--- config.mk ---
export PLATFORM = sky130hd
export DESIGN_NAME = binary_to_packed_bcd_export
export DESIGN_NICKNAME = d
export VERILOG_FILES = /design/src/sv/bcdexp_pkg.sv /design/src/sv/binary_to_packed_bcd_export.sv
export SDC_FILE = /design/constraint.sdc
export NUM_CORES = 1
export LEC_CHECK = 0
export ABC_AREA = 1
export BUFFER_PORTS_ARGS = -buffer_cell sky130_fd_sc_hd__buf_2
export CAP_MARGIN = 30
export CORE_ASPECT_RATIO = 0.6
export CORE_MARGIN = 2
export CORE_UTILIZATION = 42
export DETAILED_ROUTE_END_ITERATION = 16
export PLACE_DENSITY = 0.67
export SLEW_MARGIN = 20
export SYNTH_ARGS = -nofsm -noshare
export SYNTH_HDL_FRONTEND = slang
export SYNTH_SLANG_ARGS = --single-unit
--- constraint.sdc ---
create_clock -name clk -period 3.4 [get_ports clk]
set_input_delay 0.17 -clock clk [delete_from_list [all_inputs] [get_ports clk]]
set_output_delay 0.17 -clock clk [all_outputs]
set_load 0.1 [all_outputs]
--- src/sv/bcdexp_pkg.sv ---
// ----------------------------------------------------------------------------
// bcdexp_pkg
// Shared types and constants for the binary to packed BCD export block.
// ----------------------------------------------------------------------------
package bcdexp_pkg;

	// Default sizing
	localparam int VALUE_WIDTH_DEF = 32;
	localparam int MAX_BYTES_DEF   = 8;

	// Fixed field widths
	localparam int VALUE_BITS = 32;
	localparam int COUNT_BITS = 4;
	localparam int INDEX_BITS = 3;

	// Fill byte for buffer positions past the needed digits
	localparam logic [7:0] PAD_BYTE = 8'hFF;

	// Input item
	typedef struct packed {
		logic [VALUE_BITS-1:0] value;
		logic [COUNT_BITS-1:0] byte_count;
	} req_t;

	// Result item, one per buffer byte
	typedef struct packed {
		logic [INDEX_BITS-1:0] byte_index;
		logic [7:0]            bcd_byte;
		logic                  is_padding;
		logic                  last;
	} rsp_t;

	// Sequencer states
	typedef enum logic [1:0] {
		ST_IDLE,
		ST_CONV,
		ST_SIZE,
		ST_EMIT
	} state_t;

endpackage

--- src/sv/binary_to_packed_bcd_export.sv ---
// ----------------------------------------------------------------------------
// binary_to_packed_bcd_export
// Converts an unsigned value to packed BCD and streams it out as a buffer of
// byte_count bytes, most significant byte first, padded with 0xFF.
// ----------------------------------------------------------------------------
// An item is converted in ST_CONV, sized in ST_SIZE and emitted in ST_EMIT;
// req_ready returns in the cycle after its last byte is loaded into the
// output register, or after ST_SIZE when it has no bytes, so a new item is
// accepted only once the previous one is done. A single shift-add-3 (double
// dabble) unit handles one input bit per cycle, ST_SIZE sizes the digit
// count, and ST_EMIT loads one output byte per cycle whenever the output
// register is free or being read; req_ready is low for the whole of that
// time. The last byte may still wait in the output register while the next
// item is accepted. A byte_count of zero gives no bytes, and a byte_count
// above MAX_BYTES is treated as MAX_BYTES. When the buffer is shorter than
// the digit pairs needed, high-order digits drop out.
// ----------------------------------------------------------------------------
module binary_to_packed_bcd_export #(
	parameter int VALUE_WIDTH = bcdexp_pkg::VALUE_WIDTH_DEF,
	parameter int MAX_BYTES   = bcdexp_pkg::MAX_BYTES_DEF
) (
	input  logic              clk,
	input  logic              arst_n,
	input  logic              req_valid,
	output logic              req_ready,
	input  bcdexp_pkg::req_t  req_data,
	output logic              rsp_valid,
	input  logic              rsp_ready,
	output bcdexp_pkg::rsp_t  rsp_data
);

	// Decimal digits that cover 2**VALUE_WIDTH - 1, grouped in byte pairs
	localparam int ND = ((VALUE_WIDTH * 1233) >> 12) + 1;
	localparam int NP = (ND + 1) / 2;
	localparam int DW = 8 * NP;
	localparam int KW = (NP > 1) ? $clog2(NP) : 1;
	localparam int NW = $clog2(NP + 1);
	localparam int LW = $clog2(MAX_BYTES + 1);
	localparam int CW = (NW > LW) ? NW : LW;
	localparam int SW = $clog2(VALUE_WIDTH + 1);

	bcdexp_pkg::state_t state_q, state_d;

	logic [VALUE_WIDTH-1:0] val_in;
	logic [VALUE_WIDTH-1:0] val_q;
	logic [DW-1:0]          bcd_q;
	logic [DW-1:0]          bcd_adj;
	logic [DW-1:0]          bcd_next;
	logic [SW-1:0]          step_q;
	logic [LW-1:0]          len_q;
	logic [LW-1:0]          len_sat;
	logic [LW-1:0]          used_q;
	logic [LW-1:0]          used_c;
	logic [LW-1:0]          idx_q;
	logic [NW-1:0]          need_c;
	logic [CW-1:0]          kdiff;
	logic [KW-1:0]          k_c;
	logic                   pad_c;
	logic                   last_c;
	logic                   accept;
	logic                   conv_en;
	logic                   size_en;
	logic                   load;
	logic                   rsp_valid_q;
	bcdexp_pkg::rsp_t       rsp_q;

	// Bring the input value to the working width
	generate
		if (VALUE_WIDTH <= bcdexp_pkg::VALUE_BITS) begin : g_trunc
			assign val_in = req_data.value[VALUE_WIDTH-1:0];
		end else begin : g_ext
			assign val_in = {{(VALUE_WIDTH - bcdexp_pkg::VALUE_BITS){1'b0}}, req_data.value};
		end
	endgenerate

	// Saturate buffer length
	assign len_sat = (5'(req_data.byte_count) > 5'(MAX_BYTES)) ? LW'(MAX_BYTES)
		: LW'(req_data.byte_count);

	assign accept = req_valid && req_ready;

	// Shift-add-3 step: correct every digit, then shift in the next value bit
	always_comb begin
		bcd_adj = bcd_q;
		for (int d = 0; d < 2 * NP; d++) begin
			if (bcd_q[4*d +: 4] >= 4'd5) begin
				bcd_adj[4*d +: 4] = bcd_q[4*d +: 4] + 4'd3;
			end
		end
		bcd_next = {bcd_adj[DW-2:0], val_q[VALUE_WIDTH-1]};
	end

	// Digit pairs needed: highest nonzero pair, zero still takes one
	always_comb begin
		need_c = NW'(1);
		for (int p = 0; p < NP; p++) begin
			if (|bcd_q[8*p +: 8]) begin
				need_c = NW'(p + 1);
			end
		end
		used_c = (CW'(need_c) < CW'(len_q)) ? LW'(need_c) : len_q;
	end

	// Byte selection for the current buffer position
	assign kdiff  = CW'(used_q) - CW'(idx_q) - CW'(1);
	assign k_c    = KW'(kdiff);
	assign pad_c  = (idx_q >= used_q);
	assign last_c = (LW'(idx_q + LW'(1)) == len_q);

	// Sequencer state register
	always_ff @(posedge clk or negedge arst_n) begin
		if (!arst_n) begin
			state_q <= bcdexp_pkg::ST_IDLE;
		end else begin
			state_q <= state_d;
		end
	end

	// Next state and control
	always_comb begin
		state_d   = state_q;
		req_ready = 1'b0;
		conv_en   = 1'b0;
		size_en   = 1'b0;
		load      = 1'b0;
		case (state_q)
			bcdexp_pkg::ST_IDLE: begin
				req_ready = 1'b1;
				if (req_valid) begin
					state_d = bcdexp_pkg::ST_CONV;
				end
			end
			bcdexp_pkg::ST_CONV: begin
				conv_en = 1'b1;
				if (step_q == SW'(VALUE_WIDTH - 1)) begin
					state_d = bcdexp_pkg::ST_SIZE;
				end
			end
			bcdexp_pkg::ST_SIZE: begin
				size_en = 1'b1;
				if (len_q == '0) begin
					state_d = bcdexp_pkg::ST_IDLE;
				end else begin
					state_d = bcdexp_pkg::ST_EMIT;
				end
			end
			bcdexp_pkg::ST_EMIT: begin
				if (!rsp_valid_q || rsp_ready) begin
					load = 1'b1;
					if (last_c) begin
						state_d = bcdexp_pkg::ST_IDLE;
					end
				end
			end
			default: begin
				state_d = bcdexp_pkg::ST_IDLE;
			end
		endcase
	end

	// Counters and output valid
	always_ff @(posedge clk or negedge arst_n) begin
		if (!arst_n) begin
			step_q      <= '0;
			idx_q       <= '0;
			rsp_valid_q <= 1'b0;
		end else begin
			if (accept) begin
				step_q <= '0;
				idx_q  <= '0;
			end else begin
				if (conv_en) begin
					step_q <= step_q + SW'(1);
				end
				if (load) begin
					idx_q <= idx_q + LW'(1);
				end
			end
			if (load) begin
				rsp_valid_q <= 1'b1;
			end else if (rsp_ready) begin
				rsp_valid_q <= 1'b0;
			end
		end
	end

	// Working value, digits and output byte
	always_ff @(posedge clk) begin
		if (accept) begin
			val_q <= val_in;
			bcd_q <= '0;
			len_q <= len_sat;
		end else if (conv_en) begin
			val_q <= {val_q[VALUE_WIDTH-2:0], 1'b0};
			bcd_q <= bcd_next;
		end
		if (size_en) begin
			used_q <= used_c;
		end
		if (load) begin
			rsp_q.byte_index <= bcdexp_pkg::INDEX_BITS'(idx_q);
			rsp_q.bcd_byte   <= pad_c ? bcdexp_pkg::PAD_BYTE : bcd_q[k_c*8 +: 8];
			rsp_q.is_padding <= pad_c;
			rsp_q.last       <= last_c;
		end
	end

	assign rsp_valid = rsp_valid_q;
	assign rsp_data  = rsp_q;

	// Checks
	a_pad_value: assert property (@(posedge clk) disable iff (!arst_n)
		rsp_valid && rsp_data.is_padding |-> rsp_data.bcd_byte == bcdexp_pkg::PAD_BYTE)
		else $error("padding byte is not 0xFF");

	a_bcd_digits: assert property (@(posedge clk) disable iff (!arst_n)
		rsp_valid && !rsp_data.is_padding |->
		rsp_data.bcd_byte[7:4] <= 4'd9 && rsp_data.bcd_byte[3:0] <= 4'd9)
		else $error("digit byte holds a non-decimal nibble");

	a_emit_range: assert property (@(posedge clk) disable iff (!arst_n)
		state_q == bcdexp_pkg::ST_EMIT |-> idx_q < len_q)
		else $error("byte position past buffer length");

	a_accept_conv: assert property (@(posedge clk) disable iff (!arst_n)
		req_valid && req_ready |=> state_q == bcdexp_pkg::ST_CONV && !req_ready)
		else $error("accepted item did not start conversion");

endmodule

After elaboration in Yosys (flattened, before gate mapping). Index checks and enable logic that the tools add are counted.

Equality and inequality tests: 9. Muxes and demuxes: 34. Shifts and indexed selects: 1. $lt $le $gt $ge: 13. Reduce and logical (&&, ||, !) cells: 13. Add/subtract/negate cells: 14.

Operators by type and width (count): $mux W32 (2); $mux W4 (11); $ge A4 B3 Y1 const B (10); $shiftx A40 B7 Y8 (1); $add A4 B2 Y4 const B (9); $reduce_or A8 Y1 (4); $mux W3 (5); $mux W2 (6); $mux W6 (2); $ne A2 B2 Y1 const B (4); $pmux W2 S4 (1); $mux W1 (7); $add A6 B1 Y6 const B (1); $eq A6 B5 Y1 const B (1); $reduce_bool A2 Y1 (3); $add A4 B1 Y4 const B (1); $eq A2 B2 Y1 const B (2); $eq A4 B4 Y1 (1); $ge A4 B4 Y1 (1); $gt A4 B4 Y1 const B (1); $logic_not A4 Y1 (1); $lt A3 B4 Y1 (1); $reduce_and A4 Y1 (1); $add A3 B2 Y3 const B (1); other kinds (7) (7).

Register bits: 106. Logic and storage cells: 97. Output and inout port bits: 15.

Longest topological paths before layout. Gate-level depths: netlist (run 1).

Depth after elaboration: 7. Gate-level depth with buffers: 13.

Worst setup path after synthesis (run 1). Ideal clock, no wire load.

Path kind: register to register. From: register state_q[1]. To: register val_q[0], enable pin. Path slack: 1.027 ns. Arrival time: 2.038 ns. Buffers on the path: 1. Stages on the path, launching flop included: 7. Data required time: 3.066 ns. Period minus slack after synthesis: 2.373 ns. Cell sequence: dfrtp_1 -> nor2_2 -> inv_4 -> nor2_8 -> nor2_8 -> inv_4 -> buf_6.

Word-level cells in the longest chain between the ends: 4. Elaborated cells between the ends (all ways): 6.

Ends and longest elaborated chain: start: declaration (line binary_to_packed_bcd_export.sv:42) `bcdexp_pkg::state_t state_q, state_d;`; start signal: assignment (line binary_to_packed_bcd_export.sv:113) `state_q <= bcdexp_pkg::ST_IDLE;`; start signal: assignment (line binary_to_packed_bcd_export.sv:115) `state_q <= state_d;`; $logic_not A2 Y1 (line binary_to_packed_bcd_export.sv:126) `case (state_q)`; $mux W1 (line binary_to_packed_bcd_export.sv:126); via req_ready (line binary_to_packed_bcd_export.sv:25) `output logic req_ready,`; $logic_and A1 B1 Y1 (line binary_to_packed_bcd_export.sv:80) `assign accept = req_valid && req_ready;`; $reduce_bool A2 Y1 (no line); end signal: assignment (line binary_to_packed_bcd_export.sv:190) `val_q <= val_in;`; end signal: assignment (line binary_to_packed_bcd_export.sv:194) `val_q <= {val_q[VALUE_WIDTH-2:0], 1'b0};`; end: declaration (line binary_to_packed_bcd_export.sv:45) `logic [VALUE_WIDTH-1:0] val_q;`.

The timed path passes the listed nets, and every way through them passes these cells. A chain may end at the register's enable or synchronous reset.

Final worst setup path (run 1).
From: register idx_q[0]. To: register rsp_q (netlist bit rsp_data[3]) (data pin).

Word-level cells in the longest chain between the ends: 3. Elaborated cells between the ends (all ways): 4.

Ends and longest elaborated chain: start: declaration (line binary_to_packed_bcd_export.sv:54) `logic [LW-1:0] idx_q;`; start signal: assignment (line binary_to_packed_bcd_export.sv:176) `idx_q <= idx_q + LW'(1);`; $sub A3 B3 Y3 (line binary_to_packed_bcd_export.sv:105) `assign kdiff = CW'(used_q) - CW'(idx_q) - CW'(1);`; $sub A3 B1 Y3 (line binary_to_packed_bcd_export.sv:105); $shiftx A40 B7 Y8 (line binary_to_packed_bcd_export.sv:202) `rsp_q.bcd_byte <= pad_c ? bcdexp_pkg::PAD_BYTE : bcd_q[k_c*8 +: 8];`; end: declaration (line binary_to_packed_bcd_export.sv:65) `bcdexp_pkg::rsp_t rsp_q;`.

Several ways; a longest one is shown, not always the timed one.

==> flow_summary.rst, run 1 <==
.. list-table::
   :header-rows: 1

   * - Metric
     - Value
   * - Int Power
     - between 0.003 and 0.004 W
   * - Switching portion of total power
     - 49.05%
   * - Synth top area share
     - 27.92%
   * - Critical path type
     - reg -> reg
   * - Global-route wire length before repair
     - 21.49 mm
   * - Number of warnings issued by yosys
     - 0
   * - Maximum level of the CTS H-tree
     - 3
   * - Post-Syn Nets
     - 738
   * - Detail Route Antenna Nets
     - 0
   * - Net switching power of the design
     - about 0.0035 W
   * - Min cycle time layout
     - 2.628 ns
   * - Net count of the finished layout
     - a little under 800
   * - Clock Sinks
     - 106
   * - Max Clock Freq
     - 380.5 MHz
   * - Placed wire-length estimate after detailed placement
     - 9.282 mm
   * - Die outline area
     - 14,550 um^2
   * - Slew Limit Fails
     - 0
   * - Top cells by count, synth
     - nand2_1 (173), inv_1 (75), o21ai_0 (74)
   * - Sequential-to-total area share from yosys stat
     - 47.67%
   * - Mapped cell area
     - approximately 5700 um^2
   * - Max rail drop VDD
     - 0.7116 mV
   * - Number of hold violations in the final report
     - 0
   * - Endpoint arrival time on the critical path
     - 2.85 ns
   * - Share of cells above drive strength 1
     - 12.83%
   * - Headroom to the max-slew limit
     - 51.59%
   * - Detailed Route Iter0 Violations
     - 332
   * - Leak pwr
     - 2.809 nW
   * - Kind of end point of the critical path
     - flop
   * - Detailed-route DRC error count
     - 0
   * - Cell taking the most area after synthesis
     - edfxtp_1
   * - Last weighted congestion value of the routability-driven placer
     - ~0.89
   * - Setup Skew
     - approximately 0.0074 ns
   * - Largest net degree at the start of global routing
     - 60
   * - Gate count of the mapped netlist
     - 662
   * - Class of the worst hold path
     - in -> reg
   * - Total number of vias
     - 4,542
   * - Combinational share of power
     - 51.5%
   * - I/O pin count
     - 55
   * - Routed length per placed instance
     - 14.84 um
   * - Antenna violations before repair
     - 0
   * - Initial standard-cell utilization of the core
     - 43.67%
   * - Clock tree from TritonCTS
     - done
   * - Final period util
     - 77.31%
   * - Area overhead of the layout relative to synthesis
     - 12.29%
   * - Vias in the first global route
     - roughly 4,300
   * - Number of cell rows
     - 32
   * - Synthesized area divided by synthesized cell count
     - 8.611 um^2
   * - Top area cells in the synthesized netlist
     - edfxtp_1 (28%), dfxtp_1 (14%), nand2_1 (11%)
   * - Number of enable flip-flop cells after synthesis
     - 53
   * - Number of buffers added by the clock tree synthesis step
     - 9
   * - Vert. Die Dim
     - 94.24 um
   * - Setup bufs post-CTS
     - 0
   * - Startpoint type of the worst setup path
     - flop
   * - Setup TNS
     - 0 ns
   * - Worst-path fanout max
     - 13
   * - Floorplan core area
     - 13,050 um^2
   * - Total routing resource utilization after global routing
     - 18.90%
   * - Most instantiated library cell after synthesis
     - nand2_1
   * - Part of the power in the clock network
     - approximately 15%
   * - Max Cap Violations
     - 0
   * - TritonRoute pass-1 iters
     - 5
   * - Synth async-reset ratio
     - 12.26%
   * - Cell variety after synth
     - 42
   * - Share of the core filled with cells in the final layout
     - 49.04%
   * - Critical path data required time
     - 3.62 ns
   * - Finish-stage setup viols
     - 0
   * - Insertion delay to the later sink of the worst-skew pair
     - 0.35 ns
   * - Synth Flop Type
     - edfxtp_1
   * - Root buffer cell
     - clkbuf_16
   * - Register bit count reported by yosys
     - ~110
   * - Sum of routed wire length over all layers
     - 13.16 mm
   * - Port Buf Inserts
     - 54
   * - Remaining Overflow, GRT
     - 0
   * - Run status
     - complete, no violations
   * - Clock buffer depth
     - 2
   * - Ant diodes
     - 0
   * - Die boundary width
     - 154.4 um
   * - Average vias per placed instance
     - roughly 5.1
   * - Count of cells resized by post-cts repair
     - 0
   * - Unrepaired setup endpoints after global routing
     - no
   * - Power density of the placed cells
     - about 1100 nW/um^2
   * - Relative contribution of sequential cells to total power
     - 33.6%
   * - Worst slew pin tran
     - about 0.73 ns
   * - Clock-pin slew reported for the worst setup and hold paths after clock tree synthesis
     - 0.07 ns
[area by class of cell]
cell class,instances,area [um^2]
Clock buffer,9,225.2
Timing Repair Buffer,58,302.8
Multi-Input combinational cell,455,2549
Fill cell,1234,6651
Sequential cell,106,2718
Tap cell,170,212.7
Clock inverter,7,78.83
Inverter,82,315.3
[power groups by stage]
| stage | combinational [W] | clock, W | sequential [W] |
|---|---|---|---|
| after floorplan | 0.00236 | 0 | 0.00292 |
| after global placement | 0.00360 | 0 | 0.00242 |
| after detailed placement | 0.00368 | 0 | 0.00243 |
| after CTS | 0.00369 | 0.00109 | 0.00241 |
| after global routing | 0.00417 | 0.00115 | 0.00247 |
| final | 0.00371 | 0.00107 | 0.00242 |
[state kept, by name, indices dropped and copies added, names as in the netlist]
| name | cells |
|---|---|
| val_q | 32 |
| step_q | 6 |
| used_q | 4 |
| len_q | 4 |
| rsp_valid | 1 |
| idx_q | 4 |
| state_q | 2 |
| rsp_data | 13 |
| bcd_q | 40 |
[path summary, 6_finish.rpt]
kind / start / end / slack (ns) / depth (start not counted)
max: idx_q[0] / rsp_data[3] / 0.77 / 10
min: rsp_ready / rsp_valid / 0.02 / 2
max reg2reg: idx_q[0] / rsp_data[3] / 0.77 / 10
max in group asynchronous: arst_n / idx_q[0] / 2.91 / 2
min in group asynchronous: arst_n / rsp_valid / 0.25 / 2
min reg2reg: val_q[31] / bcd_q[0] / 0.47 / 2
[per-stage QoR]
step	power, W	cell area (um^2)	instances	setup slack (ns)	hold WS [ns]
2_1_floorplan	0.005280	5700	662	1.027	-0.1256
3_3_place_gp	0.006012	6087	870	0.9058	0.08265
3_5_place_dp	0.006112	6087	870	0.8209	0.08918
4_1_cts	0.007201	6401	887	0.7883	0.01058
5_1_grt	0.007791	6401	887	0.4888	0.01900
6_report	0.007202	6401	887	0.7716	0.01878
[placed cells by master, fill, tap and decap left out, types with 9 or more instances in the layout]
| cell type | n |
|---|---|
| edfxtp_1 | 53 |
| ha_1 | 35 |
| xor2_1 | 14 |
| dfrtp_1 | 13 |
| dfxtp_1 | 40 |
| nand2_1 | 173 |
| o21ai_0 | 74 |
| nand3_1 | 22 |
| a21oi_1 | 61 |
| inv_1 | 75 |
| clkbuf_16 | 9 |
| nor2_1 | 29 |
| buf_2 | 54 |
[metal layers]
metal	vias to the layer above	share of wire, %	global-route usage (%)
li1	2304	-	-
met1	2091	52	28.28
met2	137	40	27.31
met3	10	7.2	4.290
met4	0	0.86	4.938
met5	-	0	0
[logic make-up after synthesis]
group / count (synthesis) / share of synthesized area, %
AND/OR/NAND/NOR: 238 / 17.41
AO/OA/AOI/OAI: 165 / 16.90
flip-flops: 106 / 47.67
buffers and inverters: 101 / 7.616
adder cells (fa/ha/maj): 36 / 8.033
XOR/XNOR: 15 / 2.305
other: 1 / 0.06578
[repair_timing]
| item | CTS | global route |
|---|---|---|
| endpoints found under the hold margin | 13 | 0 |
| setup endpoints to repair | 0 | 0 |
| hold buffers | 1 | 0 |
[worst max-delay path, cell delays in order (launching register included)]
cell	delay [ns]
dfrtp_1	0.45
inv_1	0.14
ha_1	0.15
inv_1	0.05
fa_1	0.76
inv_1	0.20
a21oi_1	0.14
o21ai_0	0.11
a21oi_1	0.33
a21oi_1	0.09
nand2_1	0.08
Power figures use the tool's default switching activity.
==> run 2: changes to the inputs <==
clock period = 2.42 ns   (was 3.4 ns; I/O delays follow)
==> run 2 against run 1 <==
Against the previous run: via count grew 4.0%; utilization grew 1.1 points; die area is the same; routed wire length grew 1.2%; count of clock-buffer cells in the layout grew 1; setup slack lost 0.59 ns; fmax grew 17%; largest cell class unchanged.
==> flow_summary.rst, run 2 (synthesis results as in run 1) <==
.. list-table::
   :header-rows: 1

   * - Metric
     - Value
   * - Vert. Die Dim
     - 94.24 um
   * - Insertion delay to the later sink of the worst-skew pair
     - 0.35 ns
   * - Clock tree from TritonCTS
     - done
   * - Area overhead of the layout relative to synthesis
     - 14.79%
   * - Critical path type
     - reg -> reg
   * - Number of hold violations in the final report
     - 0
   * - Class of the worst hold path
     - in -> reg
   * - Origin of the critical flop-to-flop path
     - bcd_q[8]
   * - Max Clock Freq
     - 445.8 MHz
   * - Die outline area
     - 14,550 um^2
   * - Commonest cells after routing, fill and taps aside
     - nand2_1 (173), inv_1 (75), o21ai_0 (74)
   * - Critical path data required time
     - ~2.5 ns
   * - Die boundary width
     - roughly 150 um
   * - Setup Skew
     - 0.007715 ns
   * - Worst-path cell with the longest stage delay
     - dfxtp_1
   * - Run status
     - complete, no violations
   * - FF-to-FF End
     - used_q[2]
   * - Kind of end point of the critical path
     - flop
   * - Number of flip-flops under the largest register name
     - 40
   * - Max Cap Violations
     - 0
   * - Number of cell rows
     - 32
   * - Worst slew pin tran
     - 0.5695 ns
   * - Endpoint with the worst hold slack
     - val_q[23]
   * - Floorplan core area
     - 13,050 um^2
   * - Ant diodes
     - 0
   * - Clock-pin slew reported for the worst setup and hold paths after clock tree synthesis
     - 0.08 ns
   * - Worst-path fanout max
     - 4
   * - Average vias per placed instance
     - 5.236
   * - Cell depth of the worst min-delay path
     - 3
   * - # fillers
     - 1,188
   * - Clock buffer depth
     - 2
   * - Most frequent standard cell in the layout excluding fill and tap cells
     - nand2_1
   * - Total number of vias
     - about 4,700
   * - Largest net degree at the start of global routing
     - 36
   * - Min cycle time layout
     - between 2 and 2.5 ns
   * - Initial standard-cell utilization of the core
     - 43.67%
   * - Port Buf Inserts
     - 54
   * - Routed length per placed instance
     - 14.76 um
   * - Headroom to the max-slew limit
     - 61.98%
   * - Final period util
     - 92.69%
   * - Last weighted congestion value of the routability-driven placer
     - slightly below 0.9
   * - Setup TNS
     - 0 ns
   * - Net count of the finished layout
     - approximately 800
   * - Slew Limit Fails
     - 0
   * - Register with the most flip-flops
     - bcd_q
   * - I/O pin count
     - 55
   * - Flop-to-flop setup slack
     - roughly 0.18 ns
   * - Clock Sinks
     - between 100 and 150
   * - Cell repeated most along the worst path
     - nand2_1
   * - Detailed Route Iter0 Violations
     - 373
   * - Placed wire-length estimate after detailed placement
     - just under 10 mm
   * - Startpoint type of the worst setup path
     - flop
   * - Slowest Stage Delay on Critical Path
     - roughly 0.31 ns
   * - Detailed-route DRC error count
     - 0
   * - Sum of routed wire length over all layers
     - 13.32 mm
   * - Unrepaired setup endpoints after global routing
     - no
   * - Finish-stage setup viols
     - 0
   * - Min-delay src
     - req_data[27]
   * - Number of buffers added by the clock tree synthesis step
     - 9
   * - Share of cells above drive strength 1
     - 14.75%
   * - Maximum level of the CTS H-tree
     - 3
   * - Root buffer cell
     - clkbuf_16
   * - Antenna violations before repair
     - 0
   * - Global-route wire length before repair
     - 22.02 mm
   * - Cell depth of the worst flop-to-flop path
     - 14
   * - Remaining Overflow, GRT
     - 0
   * - TritonRoute pass-1 iters
     - 5
   * - Critical path cell sequence
     - inv_1 > ha_1 > nand2_1 > nand3b_1 > nor3_1 > buf_4 > nor2_1 > ha_1 > nand2_1 > nand2_1 > nand2_1 > nand2_1 > nand2_1 > nand2_1
   * - Detail Route Antenna Nets
     - 0
   * - Vias in the first global route
     - 4,366
   * - Total routing resource utilization after global routing
     - 19.28%
   * - Endpoint arrival time on the critical path
     - 2.35 ns
==> run 2: what timing repair did <==
item | 4_1_cts | 5_1_grt
buffers inserted | 0 | 0
endpoints found under the setup margin | 0 | 9
endpoints found under the hold margin | 15 | 0
resized for setup | 0 | 4
hold buffers | 3 | 0
==> run 2: through the flow <==
step / utilization, % / cells / instance area, um^2 / hold WS [ns] / setup WS, ns
floorplan: - / 662 / 5700 / -0.1746 / 0.04719
global placement: 47.48 / 883 / 6197 / 0.03171 / 0.1659
detailed placement: 47.48 / 883 / 6197 / 0.02910 / 0.1906
CTS: 50.02 / 902 / 6529 / 0.03028 / 0.1576
global route: 50.13 / 902 / 6544 / 0.03753 / 0.01447
finish: 50.13 / 902 / 6544 / 0.03664 / 0.1768
==> run 2: how the worst max path moves through the flow <==
stage	depth (start not counted)	from	slack [ns]	end
3_3_place_gp	9	used_q[0]	0.17	rsp_data[2]
3_5_place_dp	8	idx_q[0]	0.19	rsp_data[8]
4_1_cts	8	idx_q[0]	0.16	rsp_data[8]
2_1_floorplan	6	state_q[1]	0.05	val_q[0]
5_1_grt	10	idx_q[0]	0.01	rsp_data[2]
6_report	14	bcd_q[8]	0.18	used_q[2]
==> run 2: layout make-up <==
type	count	area (um^2)	share of cell area, %
tap	170	212.7	3.250
timing repair buffer	73	432.9	6.616
clock buffer	10	229.0	3.499
inverter	82	315.3	4.818
sequential	106	2718	41.53
multi-input combinational	455	2564	39.18
clock inverter	6	72.57	1.109
==> run 2: metal layers <==
layer | global-route usage, % | vias to the layer above | wire length, um
met3 | 4.197 | 11 | 1115
li1 | - | 2341 | -
met2 | 28.01 | 161 | 5268
met4 | 4.552 | 0 | 152
met5 | 0 | - | 0
met1 | 29.05 | 2210 | 6780
==> run 2: worst max-delay path, delay by kind of cell (launching register included) <==
family	cells	cell delay, ns
and+or+nand+nor	10	0.93
adders and majority gates	2	0.50
DFF	1	0.31
buffers and inverters	2	0.28
Power of run 2 is left out: the tool's default activity adds up to more than one toggle a clock period on the data nets, which glitch-free logic cannot reach.
==> run 3: changes to the inputs <==
BUFFER_PORTS_ARGS = -buffer_cell sky130_fd_sc_hd__buf_4   (was -buffer_cell sky130_fd_sc_hd__buf_2)
CTS_BUF_LIST = sky130_fd_sc_hd__clkbuf_16   (was not set)
TNS_END_PERCENT = 1   (was not set)
==> run 3 against run 2 <==
Against the previous run: via count decreased by 0.30%; non-clock buffer count decreased by 5; clock skew increased by 0.0015 ns; register-to-register slack got worse by 0.04 ns; final cell count decreased by 0.55%; critical endpoint is now used_q[0]; utilization increased by 0.80 points; highest routed layer unchanged; sequential share of layout area decreased by 0.57 points; setup slack got worse by 0.041 ns; critical path type unchanged; hold slack about the same; first-iteration DRC count decreased by 9.1%.
==> flow_summary.rst, run 3 (synthesis results as in run 1) <==
.. list-table::
   :header-rows: 1

   * - Metric
     - Value
   * - Ant diodes
     - 0
   * - Power density of the placed cells
     - 1564 nW/um^2
   * - Vert. Die Dim
     - 94.24 um
   * - Worst-path fanout max
     - 4
   * - Detailed Route Iter0 Violations
     - approximately 340
   * - Clock Sinks
     - 106
   * - Detailed-route DRC error count
     - 0
   * - Combinational share of power
     - 54.0%
   * - Die boundary width
     - 154.4 um
   * - Headroom to the max-slew limit
     - 60.32%
   * - Net switching power of the design
     - between 0.005 and 0.006 W
   * - Class of the worst hold path
     - in -> reg
   * - Critical path type
     - reg -> reg
   * - Min cycle time layout
     - 2.285 ns
   * - Max rail drop VDD
     - 0.7472 mV
   * - Total number of vias
     - 4,709
   * - Endpoint arrival time on the critical path
     - approximately 2.4 ns
   * - Number of cell rows
     - 32
   * - Detail Route met3 WL
     - ~1.1 mm
   * - Remaining Overflow, GRT
     - 0
   * - TritonRoute pass-1 iters
     - 5
   * - Total routing resource utilization after global routing
     - a little under a fifth
   * - Die outline area
     - 14,550 um^2
   * - Part of the power in the clock network
     - 13.4%
   * - Largest net degree at the start of global routing
     - 36
   * - Dpl cells
     - approximately 880
   * - Max Cap Violations
     - 0
   * - Clock buffer depth
     - 2
   * - Slew Limit Fails
     - 0
   * - Setup TNS
     - 0 ns
   * - Run status
     - complete, no violations
   * - Setup Skew
     - 0.009171 ns
   * - Root buffer cell
     - clkbuf_16
   * - Commonest cells after routing, fill and taps aside
     - nand2_1 (173), inv_1 (73), o21ai_0 (73)
   * - Most frequent standard cell in the layout excluding fill and tap cells
     - nand2_1
   * - Leak pwr
     - about 2.9 nW
   * - Non-filler cells, final
     - between 800 and 900
   * - Final period util
     - 94.41%
   * - I/O pin count
     - 55
   * - Initial standard-cell utilization of the core
     - 43.67%
   * - Clock-pin slew reported for the worst setup and hold paths after clock tree synthesis
     - roughly 0.080 ns
   * - Net count of the finished layout
     - 798
   * - Relative contribution of sequential cells to total power
     - 32.6%
   * - Clock tree from TritonCTS
     - done
   * - Highest layer used for signal routing
     - met4
   * - Wire length on met1
     - 6.543 mm
   * - Insertion delay to the later sink of the worst-skew pair
     - between 0.3 and 0.4 ns
   * - Register with the most flip-flops
     - bcd_q
   * - Number of buffers added by the clock tree synthesis step
     - 9
   * - Cell area after placement
     - 6307 um^2
   * - Sum of routed wire length over all layers
     - between 10 and 15 mm
   * - Area overhead of the layout relative to synthesis
     - 16.62%
   * - Vias in the first global route
     - between 4,000 and 5,000
   * - Number of hold violations in the final report
     - 0
   * - Post-route cell area
     - 6648 um^2
   * - Floorplan core area
     - 13,050 um^2
   * - Port Buf Inserts
     - 54
   * - Met2 wirelength from detailed routing
     - about 5.5 mm
   * - Routed length per placed instance
     - between 10 and 15 um
   * - Placed wire-length estimate after detailed placement
     - 9.802 mm
   * - Last weighted congestion value of the routability-driven placer
     - 0.8958
   * - Kind of end point of the critical path
     - flop
   * - Critical path data required time
     - 2.52 ns
   * - Startpoint type of the worst setup path
     - flop
   * - Antenna violations before repair
     - 0
   * - Unrepaired setup endpoints after global routing
     - yes
   * - Number of flip-flops under the largest register name
     - 40
   * - Finish-stage setup viols
     - 0
   * - Switching portion of total power
     - 48.62%
   * - Int Power
     - approximately 0.0053 W
   * - Share of cells above drive strength 1
     - 15.68%
   * - Worst slew pin tran
     - 0.5944 ns
   * - Average vias per placed instance
     - about 5.2
   * - Max Clock Freq
     - 437.7 MHz
   * - Maximum level of the CTS H-tree
     - 3
   * - Global-route wire length before repair
     - 21.41 mm
   * - Detail Route Antenna Nets
     - 0
run 3: layout make-up:
class | instances | area [um^2]
clock buffer | 9 | 225.2
clock inverter | 7 | 53.80
fill | 1203 | 6405
inverter | 82 | 315.3
multi-input combinational | 455 | 2575
sequential | 106 | 2723
tap | 170 | 212.7
timing repair buffer | 68 | 543.0
run 3: stage by stage:
| stage | power (W) | utilization (%) | hold slack, ns | setup WS, ns |
|---|---|---|---|---|
| 2_1_floorplan | 0.007419 | - | -0.1746 | 0.04719 |
| 3_3_place_gp | 0.008656 | 48.32 | -0.02298 | 0.2188 |
| 3_5_place_dp | 0.008869 | 48.32 | -0.01741 | 0.1099 |
| 4_1_cts | 0.01026 | 50.69 | 0.02536 | 0.1117 |
| 5_1_grt | 0.01116 | 50.93 | 0.03921 | -0.04140 |
| 6_report | 0.01039 | 50.93 | 0.03696 | 0.1354 |
run 3: worst paths after layout:
check	from	endpoint	slack, ns	depth (start not counted)
hold / removal	req_data[25]	val_q[21]	0.04	3
setup / recovery	bcd_q[17]	used_q[0]	0.14	13
min in group asynchronous	arst_n	rsp_valid	0.17	2
setup reg to reg	bcd_q[17]	used_q[0]	0.14	13
hold reg to reg	val_q[31]	bcd_q[0]	0.46	2
max in group asynchronous	arst_n	step_q[2]	2.08	2
run 3: per-layer routing:
metal | up-vias | track usage [%]
li1 | 2332 | -
met1 | 2180 | 27.48
met5 | - | 0
met4 | 0 | 4.784
met3 | 15 | 4.428
met2 | 182 | 27.75
run 3: timing repair:
action                     4_1_cts  5_1_grt
setup buffers                    0        0
gates resized for setup          0       14
setup endpoints to repair        0        6
hold endpoints to repair        15        0
hold buffers                     3        0
run 3: critical path, cell delays in order (launching register included):
cell and delay (ns):
dfxtp_1 0.36, inv_1 0.13, ha_1 0.24, nand2_1 0.14
nor3_2 0.24, buf_4 0.16, nor2_2 0.04, ha_1 0.28
nand2_1 0.07, nand2_1 0.04, nand2_1 0.11, nand2_1 0.11
nand2_1 0.07, nand2_1 0.05
run 3: power groups by stage:
| stage | Clock [W] | Combinational (W) | Sequential (W) |
|---|---|---|---|
| after floorplan | 0 | 0.00332 | 0.00410 |
| after global placement | 0 | 0.00527 | 0.00339 |
| after detailed placement | 0 | 0.00545 | 0.00342 |
| after CTS | 0.00141 | 0.00547 | 0.00338 |
| after global routing | 0.00148 | 0.00621 | 0.00347 |
| final | 0.00139 | 0.00561 | 0.00339 |
